File: src/fms_pkg.sv
// ----------------------------------------------------------------------------
// Flight-mode sequencer package
// Shared types, codes and constants for the sequencer controller and datapath.
// ----------------------------------------------------------------------------
package fms_pkg;

	typedef enum logic [3:0] {
		MODE_INIT      = 4'd0,
		MODE_PREARM    = 4'd1,
		MODE_ARM       = 4'd2,
		MODE_PREFLY    = 4'd3,
		MODE_FLY       = 4'd4,
		MODE_DISARM    = 4'd5,
		MODE_AUTO      = 4'd6,
		MODE_TWIN      = 4'd7,
		MODE_FAILSAFE  = 4'd8
	} mode_t;

	typedef enum logic [2:0] {
		ERR_NONE     = 3'd0,
		ERR_NO_RADIO = 3'd1,
		ERR_IMU_ABS  = 3'd2,
		ERR_IMU_CAL  = 3'd3,
		ERR_NOT_ARM  = 3'd4,
		ERR_NO_FLY   = 3'd5,
		ERR_DELAY    = 3'd6
	} err_t;

	typedef enum logic [2:0] {
		REG_THR_MIN   = 3'd0,
		REG_THR_MAX   = 3'd1,
		REG_PWM_MIN   = 3'd2,
		REG_PWM_IDLE  = 3'd3,
		REG_FS_LIMIT  = 3'd4,
		REG_DISARM    = 3'd5,
		REG_TWIN_RAMP = 3'd6,
		REG_TWIN_END  = 3'd7
	} reg_idx_t;

	typedef enum logic [1:0] {
		IMU_OK     = 2'd0,
		IMU_ABSENT = 2'd1
	} imu_t;

	typedef enum logic [2:0] {
		CS_IDLE,
		CS_EXEC,
		CS_DIV,
		CS_OUT
	} ctrl_state_t;

	localparam int CFG_W      = 12;
	localparam int NUM_W      = 21;
	localparam int REM_W      = 12;
	localparam int CNT_W      = 5;
	localparam int TW_W       = 19;
	localparam logic [10:0] SW_THRESHOLD  = 11'd1500;
	localparam logic [10:0] FLY_THR_LIMIT = 11'd400;
	localparam logic [9:0]  THR_FULL      = 10'd750;
	localparam logic [10:0] TW_SCALE      = 11'd200;
	localparam logic [TW_W-1:0] TW_MAX    = 19'd524287;
	// x/200 as (x>>3)/25: ceil(2^21/25), exact for any 16-bit x
	localparam int PROD_W                 = 33;
	localparam int RECIP_SH               = 21;
	localparam logic [16:0] DIV25_RECIP   = 17'd83887;

	typedef struct packed {
		logic exec;
		logic div_step;
		logic out_load;
	} fms_cmd_t;

	typedef struct packed {
		logic need_div;
		logic div_last;
	} fms_stat_t;

endpackage

File: src/flight_mode_sequencer.sv
// ----------------------------------------------------------------------------
// Flight-mode sequencer
// Radio-frame latching, link watchdog and flight-mode state machine.
// ----------------------------------------------------------------------------
// Usage:
//   Input items arrive on the s_ stream. s_tuser is the item kind: 0 is a
//   radio frame (latches switch flags, failsafe bit, scales throttle), 1 is
//   a control tick (runs the watchdog and one step of the mode machine).
//   Every item produces exactly one result item on the m_ stream.
//   A frame with throttle strictly between the raw limits passes through
//   one update step, the 21 steps of the bit-serial throttle divider, then
//   the output load; every other item, twin ticks included, goes from the
//   update step straight to the output load. Twin pulses divide by the
//   constant 200 through a reciprocal multiply at the output load.
//   One item is in work at a time, and a new item can be taken in the
//   cycle after the previous result is loaded into the output register.
//   If the receiver stalls, the finished result waits in the output register
//   while the next item is accepted and processed; that item's result then
//   holds until the register frees.
//   Configuration is written on cfg_we/cfg_index/cfg_data while idle.
//   Reset (arst_n low) restores the default registers, puts the mode in
//   init and clears the watchdog and mode counters, flags and the output valid.
// ----------------------------------------------------------------------------
module flight_mode_sequencer import fms_pkg::*; (
	input  logic             clk,
	input  logic             arst_n,
	input  logic             cfg_we,
	input  logic [2:0]       cfg_index,
	input  logic [CFG_W-1:0] cfg_data,
	input  logic             s_tvalid,
	output logic             s_tready,
	// chan_arm, chan_fly, chan_throttle, chan_autofly, chan_twin,
	// failsafe_flag, imu_status (lowest first), zero fill
	input  logic [63:0]      s_tdata,
	// op
	input  logic             s_tuser,
	output logic             m_tvalid,
	input  logic             m_tready,
	// mode, mode_changed, error_code, angle_loop_due, throttle_cmd,
	// twin_pwm_high, twin_pwm_low (lowest first), zero fill
	output logic [47:0]      m_tdata
);

	fms_cmd_t  cmd;
	fms_stat_t stat;
	logic      in_load;

	// controller owns the handshakes and the step sequence
	fms_ctrl u_ctrl (
		.clk      (clk),
		.arst_n   (arst_n),
		.s_tvalid (s_tvalid),
		.s_tready (s_tready),
		.m_tvalid (m_tvalid),
		.m_tready (m_tready),
		.stat     (stat),
		.cmd      (cmd),
		.in_load  (in_load)
	);

	// datapath holds all sequencer state and the throttle divider
	fms_dp u_dp (
		.clk       (clk),
		.arst_n    (arst_n),
		.cfg_we    (cfg_we),
		.cfg_index (cfg_index),
		.cfg_data  (cfg_data),
		.in_load   (in_load),
		.in_op     (s_tuser),
		.in_data   (s_tdata[57:0]),
		.cmd       (cmd),
		.stat      (stat),
		.out_data  (m_tdata)
	);

endmodule

File: src/fms_ctrl.sv
// ----------------------------------------------------------------------------
// Flight-mode sequencer controller
// Sequences item intake, the update step, the throttle divider and output load.
// ----------------------------------------------------------------------------
module fms_ctrl import fms_pkg::*; (
	input  logic      clk,
	input  logic      arst_n,
	input  logic      s_tvalid,
	output logic      s_tready,
	output logic      m_tvalid,
	input  logic      m_tready,
	input  fms_stat_t stat,
	output fms_cmd_t  cmd,
	output logic      in_load
);

	ctrl_state_t state_q, state_d;
	logic        m_tvalid_q;

	always_ff @(posedge clk or negedge arst_n) begin
		if (!arst_n) begin
			state_q    <= CS_IDLE;
			m_tvalid_q <= 1'b0;
		end else begin
			state_q <= state_d;
			if (cmd.out_load) m_tvalid_q <= 1'b1;
			else if (m_tready) m_tvalid_q <= 1'b0;
		end
	end

	always_comb begin
		state_d  = state_q;
		cmd      = '0;
		s_tready = 1'b0;
		in_load  = 1'b0;
		unique case (state_q)
			CS_IDLE: begin
				s_tready = 1'b1;
				if (s_tvalid) begin
					in_load = 1'b1;
					state_d = CS_EXEC;
				end
			end
			CS_EXEC: begin
				cmd.exec = 1'b1;
				state_d  = stat.need_div ? CS_DIV : CS_OUT;
			end
			CS_DIV: begin
				cmd.div_step = 1'b1;
				if (stat.div_last) state_d = CS_OUT;
			end
			CS_OUT: begin
				if (!m_tvalid_q || m_tready) begin
					cmd.out_load = 1'b1;
					state_d      = CS_IDLE;
				end
			end
			default: state_d = CS_IDLE;
		endcase
	end

	assign m_tvalid = m_tvalid_q;

endmodule

File: src/fms_dp.sv
// ----------------------------------------------------------------------------
// Flight-mode sequencer datapath
// Config registers, mode state, twin ramp, bit-serial divider, output register.
// ----------------------------------------------------------------------------
module fms_dp import fms_pkg::*; (
	input  logic             clk,
	input  logic             arst_n,
	input  logic             cfg_we,
	input  logic [2:0]       cfg_index,
	input  logic [CFG_W-1:0] cfg_data,
	input  logic             in_load,
	input  logic             in_op,
	input  logic [57:0]      in_data,
	input  fms_cmd_t         cmd,
	output fms_stat_t        stat,
	output logic [47:0]      out_data
);

	// configuration
	logic [10:0] thr_min_q, thr_max_q;
	logic [11:0] pwm_min_q, pwm_idle_q;
	logic [7:0]  fs_limit_q;
	logic [8:0]  disarm_ticks_q;
	logic [11:0] ramp_q, end_q;

	always_ff @(posedge clk or negedge arst_n) begin
		if (!arst_n) begin
			thr_min_q      <= 11'd368;
			thr_max_q      <= 11'd1680;
			pwm_min_q      <= 12'd1000;
			pwm_idle_q     <= 12'd1000;
			fs_limit_q     <= 8'd250;
			disarm_ticks_q <= 9'd400;
			ramp_q         <= 12'd2000;
			end_q          <= 12'd2200;
		end else if (cfg_we) begin
			unique case (reg_idx_t'(cfg_index))
				REG_THR_MIN:   thr_min_q      <= cfg_data[10:0];
				REG_THR_MAX:   thr_max_q      <= cfg_data[10:0];
				REG_PWM_MIN:   pwm_min_q      <= cfg_data;
				REG_PWM_IDLE:  pwm_idle_q     <= cfg_data;
				REG_FS_LIMIT:  fs_limit_q     <= cfg_data[7:0];
				REG_DISARM:    disarm_ticks_q <= cfg_data[8:0];
				REG_TWIN_RAMP: ramp_q         <= cfg_data;
				REG_TWIN_END:  end_q          <= cfg_data;
				default: ;
			endcase
		end
	end

	// held input item
	logic        op_q;
	logic [57:0] in_q;
	always_ff @(posedge clk) begin
		if (in_load) begin
			op_q <= in_op;
			in_q <= in_data;
		end
	end

	logic [10:0] c_arm, c_fly, c_thr, c_auto, c_twin;
	logic        c_fs;
	logic [1:0]  c_imu;
	assign c_arm  = in_q[10:0];
	assign c_fly  = in_q[21:11];
	assign c_thr  = in_q[32:22];
	assign c_auto = in_q[43:33];
	assign c_twin = in_q[54:44];
	assign c_fs   = in_q[55];
	assign c_imu  = in_q[57:56];

	// state
	mode_t          mode_q, mode_d;
	logic [7:0]     llc_q, llc_d;
	logic           recv_q, recv_d, fs_q, fs_d;
	logic [3:0]     flags_q, flags_d;
	logic [9:0]     thr_q;
	logic [7:0]     flc_q, flc_d, alc_q, alc_d;
	logic [8:0]     dc_q, dc_d;
	logic [11:0]    tc_q, tc_d;
	logic [TW_W-1:0] hi_q, hi_d, lo_q, lo_d;

	// result fields of the step
	logic        chg_d, chg_q, due_d, due_q;
	err_t        err_d, err_q;
	logic        pwm_en_q;
	logic        need_frame_div, need_twin_div;

	// twin arithmetic on the current throttle
	logic [17:0] t200, t201;
	logic [18:0] t500;
	logic [12:0] t5;
	logic [TW_W-1:0] hi0, lo0, idle_off;
	logic [TW_W:0]   hi_add, lo_add;
	logic [12:0]     idle_diff;
	logic [20:0]     idle_mul;
	mode_t           m_eff;
	logic [7:0]      flc_inc, alc_inc;

	assign t200 = 18'(thr_q) * 18'(TW_SCALE);
	assign t201 = t200 + 18'(thr_q);
	assign t500 = 19'(thr_q) * 19'd500;
	assign t5   = 13'(thr_q) * 13'd5;
	assign hi0  = (tc_q == 12'd0) ? TW_W'(t200) : hi_q;
	assign lo0  = (tc_q == 12'd0) ? TW_W'(t200) : lo_q;
	assign hi_add = {1'b0, hi0} + (TW_W+1)'(t5);
	assign lo_add = {1'b0, lo0} + (TW_W+1)'(thr_q);
	assign idle_diff = {1'b0, pwm_idle_q} - {1'b0, pwm_min_q};
	assign idle_mul  = 21'(idle_diff[11:0]) * 21'(TW_SCALE);
	always_comb begin
		if (pwm_idle_q <= pwm_min_q) idle_off = '0;
		else if (idle_mul > 21'(TW_MAX)) idle_off = TW_MAX;
		else idle_off = idle_mul[TW_W-1:0];
	end
	assign flc_inc = flc_q + 8'd1;
	assign alc_inc = alc_q + 8'd1;

	always_comb begin
		mode_d  = mode_q;
		llc_d   = llc_q;
		recv_d  = recv_q;
		fs_d    = fs_q;
		flags_d = flags_q;
		flc_d   = flc_q;
		alc_d   = alc_q;
		dc_d    = dc_q;
		tc_d    = tc_q;
		hi_d    = hi_q;
		lo_d    = lo_q;
		chg_d   = 1'b0;
		due_d   = 1'b0;
		err_d   = ERR_NONE;
		m_eff   = mode_q;
		need_frame_div = 1'b0;
		need_twin_div  = 1'b0;
		if (!op_q) begin
			fs_d   = c_fs;
			recv_d = (c_arm != 11'd0);
			if (c_arm != 11'd0) llc_d = '0;
			flags_d    = {flags_q[3] | (c_twin > SW_THRESHOLD), c_auto > SW_THRESHOLD,
				(c_fly > SW_THRESHOLD) && (c_thr < FLY_THR_LIMIT), c_arm > SW_THRESHOLD};
			need_frame_div = (c_thr > thr_min_q) && (c_thr < thr_max_q);
		end else begin
			if (mode_q != MODE_INIT) begin
				if (llc_q != 8'hFF) llc_d = llc_q + 8'd1;
				if (fs_q || llc_d > fs_limit_q) m_eff = MODE_FAILSAFE;
			end
			mode_d = m_eff;
			unique case (m_eff)
				MODE_INIT: begin
					if (!recv_q) err_d = ERR_NO_RADIO;
					else if (c_imu == IMU_ABSENT) err_d = ERR_IMU_ABS;
					else if (c_imu != IMU_OK) err_d = ERR_IMU_CAL;
					else mode_d = MODE_PREARM;
				end
				MODE_PREARM: begin
					if (!flags_q[0]) err_d = ERR_NOT_ARM;
					else mode_d = MODE_ARM;
				end
				MODE_ARM: mode_d = MODE_PREFLY;
				MODE_PREFLY: begin
					if (!flags_q[0]) begin
						err_d  = ERR_NOT_ARM;
						mode_d = MODE_DISARM;
					end else if (!flags_q[1]) err_d = ERR_NO_FLY;
					else mode_d = MODE_FLY;
				end
				MODE_FLY: begin
					flc_d = flc_inc;
					if (!flags_q[0]) begin
						err_d = ERR_NOT_ARM; mode_d = MODE_DISARM; flc_d = '0;
					end else if (flags_q[2]) begin
						mode_d = MODE_AUTO; flc_d = '0;
					end else if (flags_q[3]) begin
						mode_d = MODE_TWIN; flc_d = '0;
					end else due_d = (flc_inc[1:0] == 2'd0);
				end
				MODE_AUTO: begin
					alc_d = alc_inc;
					if (!flags_q[0]) begin
						err_d = ERR_NOT_ARM; mode_d = MODE_DISARM; alc_d = '0;
					end else due_d = (alc_inc[1:0] == 2'd0);
				end
				MODE_TWIN: begin
					if (!flags_q[0]) begin
						err_d = ERR_NOT_ARM; mode_d = MODE_DISARM; tc_d = '0;
					end else begin
						hi_d = hi0;
						lo_d = lo0;
						if (tc_q > end_q) begin
							mode_d     = MODE_FLY;
							flags_d[3] = 1'b0;
							tc_d       = '0;
						end else begin
							if (tc_q > ramp_q) begin
								// converge both pairs back to the plain throttle
								hi_d = ({1'b0, hi0} >= (TW_W+1)'(t201)) ?
									hi0 - TW_W'(thr_q) : TW_W'(t200);
								lo_d = (lo_add > (TW_W+1)'(t200)) ? TW_W'(t200)
									: lo_add[TW_W-1:0];
							end else begin
								hi_d = (hi_add > (TW_W+1)'(t500)) ? t500
									: hi_add[TW_W-1:0];
								lo_d = (lo0 < TW_W'(thr_q)) ? idle_off
									: lo0 - TW_W'(thr_q);
							end
							if (tc_q != 12'hFFF) tc_d = tc_q + 12'd1;
							need_twin_div = 1'b1;
						end
					end
				end
				MODE_DISARM: begin
					if (dc_q < disarm_ticks_q) begin
						dc_d = dc_q + 9'd1; err_d = ERR_DELAY;
					end else begin
						dc_d = '0; mode_d = MODE_PREARM;
					end
				end
				MODE_FAILSAFE: ;
				default: mode_d = MODE_FAILSAFE;
			endcase
			chg_d = (mode_d != mode_q);
		end
	end

	// bit-serial restoring divider for the throttle scale, quotient builds up in num_q
	logic [NUM_W-1:0] num_q;
	logic [REM_W-1:0] rem_q;
	logic [10:0]      den_q;
	logic [CNT_W-1:0] cnt_q;
	logic [REM_W-1:0] rem_sh;
	logic             qbit;
	logic [NUM_W-1:0] quot;

	assign rem_sh  = {rem_q[REM_W-2:0], num_q[NUM_W-1]};
	assign qbit    = (rem_sh >= REM_W'(den_q));
	assign quot    = {num_q[NUM_W-2:0], qbit};

	always_ff @(posedge clk) begin
		if (cmd.exec) begin
			rem_q <= '0;
			cnt_q <= CNT_W'(NUM_W - 1);
			num_q <= NUM_W'(c_thr - thr_min_q) * NUM_W'(THR_FULL);
			den_q <= thr_max_q - thr_min_q;
		end else if (cmd.div_step) begin
			rem_q <= qbit ? rem_sh - REM_W'(den_q) : rem_sh;
			num_q <= quot;
			cnt_q <= cnt_q - CNT_W'(1);
		end
	end

	assign stat.need_div = need_frame_div;
	assign stat.div_last = (cnt_q == '0);

	always_ff @(posedge clk or negedge arst_n) begin
		if (!arst_n) begin
			mode_q  <= MODE_INIT;
			llc_q   <= '0;
			recv_q  <= 1'b0;
			fs_q    <= 1'b0;
			flags_q <= '0;
			thr_q   <= '0;
			flc_q   <= '0;
			alc_q   <= '0;
			dc_q    <= '0;
			tc_q    <= '0;
			hi_q    <= '0;
			lo_q    <= '0;
		end else begin
			if (cmd.exec) begin
				mode_q  <= mode_d;
				llc_q   <= llc_d;
				recv_q  <= recv_d;
				fs_q    <= fs_d;
				flags_q <= flags_d;
				flc_q   <= flc_d;
				alc_q   <= alc_d;
				dc_q    <= dc_d;
				tc_q    <= tc_d;
				hi_q    <= hi_d;
				lo_q    <= lo_d;
				if (!op_q) begin
					if (c_thr <= thr_min_q) thr_q <= '0;
					else if (c_thr >= thr_max_q) thr_q <= THR_FULL;
				end
			end else if (cmd.div_step && stat.div_last) begin
				thr_q <= quot[9:0];
			end
		end
	end

	always_ff @(posedge clk) begin
		if (cmd.exec) begin
			chg_q    <= chg_d;
			due_q    <= due_d;
			err_q    <= err_d;
			pwm_en_q <= need_twin_div;
		end
	end

	// twin pulses: divide the held ramp values by 200 with a reciprocal multiply
	logic [PROD_W-1:0] hi_prod, lo_prod;
	logic [12:0]       pwm_hi, pwm_lo;
	assign hi_prod = PROD_W'(hi_q[TW_W-1:3]) * PROD_W'(DIV25_RECIP);
	assign lo_prod = PROD_W'(lo_q[TW_W-1:3]) * PROD_W'(DIV25_RECIP);
	assign pwm_hi  = pwm_en_q ? 13'(pwm_min_q) + 13'(hi_prod[PROD_W-1:RECIP_SH]) : '0;
	assign pwm_lo  = pwm_en_q ? 13'(pwm_min_q) + 13'(lo_prod[PROD_W-1:RECIP_SH]) : '0;

	logic [47:0] out_q;
	always_ff @(posedge clk) begin
		if (cmd.out_load)
			out_q <= {3'b0, pwm_lo, pwm_hi, thr_q, due_q, err_q, chg_q, mode_q};
	end
	assign out_data = out_q;

endmodule

File: config.mk
export PLATFORM = sky130hd
export DESIGN_NAME = flight_mode_sequencer
export DESIGN_NICKNAME = d
export VERILOG_FILES = /design/src/fms_pkg.sv /design/src/flight_mode_sequencer.sv /design/src/fms_ctrl.sv /design/src/fms_dp.sv
export SDC_FILE = /design/constraint.sdc
export NUM_CORES = 2
export LEC_CHECK = 0
export ABC_AREA = 1
export BUFFER_PORTS_ARGS = -buffer_cell sky130_fd_sc_hd__buf_2
export CAP_MARGIN = 20
export CORE_MARGIN = 1.5
export CORE_UTILIZATION = 56
export CTS_CLUSTER_DIAMETER = 120
export DETAILED_ROUTE_END_ITERATION = 7
export HOLD_SLACK_MARGIN = 0.15
export PLACE_DENSITY = 0.76
export SKIP_CTS_REPAIR_TIMING = 1
export SLEW_MARGIN = 20
export SYNTH_ARGS = -nofsm -noshare
export SYNTH_HDL_FRONTEND = slang
export SYNTH_HIERARCHICAL = 1
export SYNTH_SLANG_ARGS = --single-unit
File: constraint.sdc
create_clock -name clk -period 11.45 [get_ports clk]
set_clock_uncertainty 0.1 [all_clocks]
set_input_delay 2.29 -clock clk [delete_from_list [all_inputs] [get_ports clk]]
set_output_delay 2.29 -clock clk [all_outputs]
set_load 0.005 [all_outputs]
==> impl_metrics.xml <==
<?xml version="1.0" encoding="UTF-8"?>
<metrics>
  <group name="worst_setup_path">
    <metric name="cp-startpoint" unit="">u_dp/thr_q[3]$_DFFE_PN0P_</metric>
    <metric name="largest_fanout_on_the_critical_path" unit="">21</metric>
    <metric name="critical_path.reg2reg.startpoint" unit="">u_dp/thr_q[3]$_DFFE_PN0P_</metric>
    <metric name="crit_arrival" unit="ns">8.19</metric>
    <metric name="path_class" unit="">reg2reg</metric>
    <metric name="r2r-end" unit="">u_dp/hi_q[9]$_DFFE_PN0P_</metric>
    <metric name="crit_top_cell" unit="">nand2_1</metric>
    <metric name="cp.required" unit="ns">11.87</metric>
    <metric name="critPathCaptureType" unit="">flop</metric>
    <metric name="critical_path.slowest_cell" unit="">fa_1</metric>
    <metric name="rr_worst_depth" unit="">33</metric>
    <metric name="regToRegSetupSlack" unit="ns">3.68</metric>
    <metric name="worstSetupStartpointType" unit="">flop</metric>
    <metric name="crit_end" unit="">u_dp/hi_q[9]$_DFFE_PN0P_</metric>
    <metric name="critical_path_s_largest_stage_delay" unit="ns">0.56</metric>
  </group>
  <group name="global_route">
    <metric name="global_route.usage.total" unit="%">28.8</metric>
    <metric name="grt.overflow.total" unit="">0</metric>
    <metric name="grt_pass1_wl" unit="microns">170000</metric>
    <metric name="grt_start_max_net_pins" unit="">85</metric>
    <metric name="first_global_vias" unit="">32475</metric>
    <metric name="antenna_found_initial" unit="">2</metric>
  </group>
  <group name="logic_synthesis">
    <metric name="yosys_most_used_dff" unit="">dfrtp_1</metric>
    <metric name="yosys.cell_count.top_type" unit="">inv_1</metric>
    <metric name="yosys_warnings" unit="">6</metric>
    <metric name="synth.cells.most_frequent" unit="">1020 x inv_1, 861 x nand2_1, 660 x ha_1, 348 x a21oi_1, 308 x fa_1</metric>
    <metric name="synth-seq-cells" unit="">339</metric>
    <metric name="synth_edf_count" unit="">141</metric>
    <metric name="synth_cells" unit="">4943</metric>
    <metric name="synth.avg_cell_area" unit="sq um">8.21</metric>
    <metric name="async_flop_share" unit="%">53.4</metric>
    <metric name="netlist_area" unit="sq um">40600</metric>
    <metric name="synth_top_area_share" unit="%">20.3</metric>
    <metric name="ys_types" unit="">70</metric>
    <metric name="synth_top_cells_by_area" unit="">ha_1 20%, fa_1 15%, edfxtp_1 10%</metric>
    <metric name="post-synth-top-area-cell" unit="">ha_1</metric>
    <metric name="synth.yosys.seq_area_share" unit="%">22.6</metric>
  </group>
  <group name="detailed_routing">
    <metric name="drt_iter0_markers" unit="">2347</metric>
    <metric name="antenna_left" unit="">0</metric>
    <metric name="num_vias" unit="">33244</metric>
    <metric name="finalWirelength" unit="microns">106000</metric>
    <metric name="vias_per_cell" unit="">5.50</metric>
    <metric name="detail_route.drc_violations" unit="">0</metric>
    <metric name="wl_per_cell" unit="microns">17.6</metric>
    <metric name="drtPass1Iterations" unit="">8</metric>
  </group>
  <group name="layout">
    <metric name="fillerInstances" unit="">6320</metric>
    <metric name="area.growth.synth_to_final" unit="%">7.37</metric>
    <metric name="final_layout_size_suffix_gt1_share" unit="%">7.05</metric>
    <metric name="num-nets-final" unit="">6112</metric>
    <metric name="postLayoutCoreUtil" unit="%">60.9</metric>
    <metric name="fin_cells" unit="">6042</metric>
  </group>
  <group name="hold_path">
    <metric name="hold_class" unit="">reg2reg</metric>
    <metric name="hold_path.startpoint" unit="">u_dp/err_q[1]$_SDFFCE_PN0P_</metric>
  </group>
  <group name="clock_tree">
    <metric name="tritoncts" unit="">yes</metric>
    <metric name="cts.htree.levels" unit="">2</metric>
    <metric name="tritoncts_num_sinks" unit="">339</metric>
    <metric name="cts_inserted_buffers" unit="">40</metric>
    <metric name="worst_skew_pair.late_latency" unit="ns">0.58</metric>
    <metric name="cts_max_path_buffers" unit="">3</metric>
    <metric name="clk_transition_reported_paths" unit="ns">0.06</metric>
    <metric name="cts_root_buf" unit="">clkbuf_16</metric>
  </group>
  <group name="sta">
    <metric name="finalMaxSlewViolations" unit="">0</metric>
    <metric name="final_min_period_over_clock_period" unit="%">67.9</metric>
    <metric name="tightest_slew" unit="ns">0.986</metric>
    <metric name="max_slew_margin" unit="%">33.8</metric>
    <metric name="min_period" unit="ns">7.77</metric>
    <metric name="post_layout_worst_setup_margin" unit="ns">3.68</metric>
    <metric name="timing.final.setup_violations" unit="">0</metric>
    <metric name="timing.fmax" unit="GHz">0.129</metric>
    <metric name="timing_hold_violations_final" unit="">0</metric>
    <metric name="grt_setup_unrepaired" unit="">no</metric>
    <metric name="setup-tns-final" unit="ns">0</metric>
  </group>
  <group name="floorplan">
    <metric name="fp.dieH" unit="microns">272</metric>
    <metric name="initial_utilization" unit="%">56.7</metric>
    <metric name="area_of_the_core" unit="sq um">71600</metric>
    <metric name="design.die.area" unit="sq um">74100</metric>
    <metric name="placement_rows" unit="">98</metric>
    <metric name="floorplan.io_pins" unit="">135</metric>
    <metric name="fp.dieW" unit="microns">272</metric>
  </group>
  <group name="run">
    <metric name="cap_violations" unit="">0</metric>
  </group>
  <group name="status">
    <metric name="status" unit="">finished clean</metric>
  </group>
  <group name="place">
    <metric name="numPlacedInstances" unit="">5966</metric>
    <metric name="buffer_ports.inserted" unit="">125</metric>
    <metric name="routabilityCongestion" unit="">0.996</metric>
    <metric name="pre_cts_slack" unit="ns">3.83</metric>
    <metric name="dpl.hpwl" unit="microns">86200</metric>
  </group>
</metrics>
-- layout make-up --
type	count	area (sq um)	area share, %
Tap cell	950	1190	2.73
Antenna cell	1	2.50	0.00574
Clock inverter	24	206	0.474
Timing Repair Buffer	152	845	1.94
Inverter	1034	3880	8.91
Sequential cell	339	9150	21.0
Clock buffer	50	1130	2.60
Multi-Input combinational cell	3492	27200	62.3
-- worst max-delay path: cells and delay by family (launching register included) --
family                   cells  cell delay [ns]
AO/OA/AOI/OAI                1             0.41
XOR/XNOR                     1             0.41
adder cells (fa/ha/maj)      7             2.83
buffers and inverters        3             0.33
flip-flops                   1             0.52
AND/OR/NAND/NOR             21             3.09
-- cells in the final DEF (no fill, tap or decap), types with 13 or more instances in the layout --
master / instances
dfxtp_1: 17
edfxtp_1: 141
nand3b_1: 18
nor4_1: 14
dfstp_2: 39
ha_1: 659
inv_1: 1019
xnor2_1: 37
o21bai_1: 22
o21ai_0: 270
buf_2: 124
nor2_1: 254
or2_2: 19
buf_4: 26
nor3_1: 45
o21a_1: 15
nand3_1: 232
a21o_1: 15
nand2_2: 22
o211ai_1: 22
clkbuf_16: 44
xor2_1: 123
a21oi_1: 347
dfrtp_1: 142
a31oi_1: 13
nand4_1: 55
fa_1: 308
nand2_1: 860
-- metal layers --
| metal | up-vias | wire length (microns) | GRT usage, % | share of wire, % |
|---|---|---|---|---|
| met4 | 0 | 3900 | 9.53 | 3.7 |
| met1 | 15753 | 45700 | 38.4 | 43 |
| li1 | 16286 | - | - | - |
| met5 | - | 0 | 0 | 0 |
| met3 | 171 | 6860 | 3.24 | 6.5 |
| met2 | 1034 | 49800 | 48.9 | 47 |
-- cells by family after synthesis --
group / Yosys count / share of synthesized area (%)
AOI/OAI and AO/OA: 792 / 10.9
adders and majority gates: 968 / 35.5
other: 1 / 0.00924
muxes: 1 / 0.0247
buffers and inverters: 1114 / 10.6
and+or+nand+nor: 1568 / 16.9
DFF: 339 / 22.6
xor gates and xnor gates: 160 / 3.45
-- state kept, by name, summed over array words and instances, names as in the netlist, 9 cells and up --
name / flops
u_dp/dc_q: 9
u_dp/tc_q: 12
u_dp/thr_min_q: 11
u_dp/thr_max_q: 11
u_dp/lo_q: 19
u_dp/in_q: 58
u_dp/out_data: 45
u_dp/hi_q: 19
u_dp/disarm_ticks_q: 9
u_dp/num_q: 21
u_dp/ramp_q: 12
u_dp/end_q: 12
u_dp/pwm_min_q: 12
u_dp/thr_q: 10
u_dp/den_q: 11
u_dp/pwm_idle_q: 12
u_dp/rem_q: 11
-- metrics by stage --
step	cell area, sq um	hold slack, ns
after CTS	43600	0.324
after global placement	42200	0.305
after detailed placement	42200	0.306
final	43600	0.315
after global routing	43600	0.324
after floorplan	40600	0.300
-- worst min path at each step --
stage                                             to  slack [ns]  depth (start not counted)
after floorplan           u_dp/out_data[4]$_DFFE_PP_        0.30                          0
after global placement    u_dp/out_data[8]$_DFFE_PP_        0.30                          0
after detailed placement  u_dp/out_data[8]$_DFFE_PP_        0.31                          0
after CTS                 u_dp/out_data[8]$_DFFE_PP_        0.32                          0
after global routing      u_dp/out_data[6]$_DFFE_PP_        0.32                          0
final                     u_dp/out_data[6]$_DFFE_PP_        0.32                          0
Power is left out: the tool's default activity adds up to more than one toggle a clock period on the data nets, which glitch-free logic cannot reach.
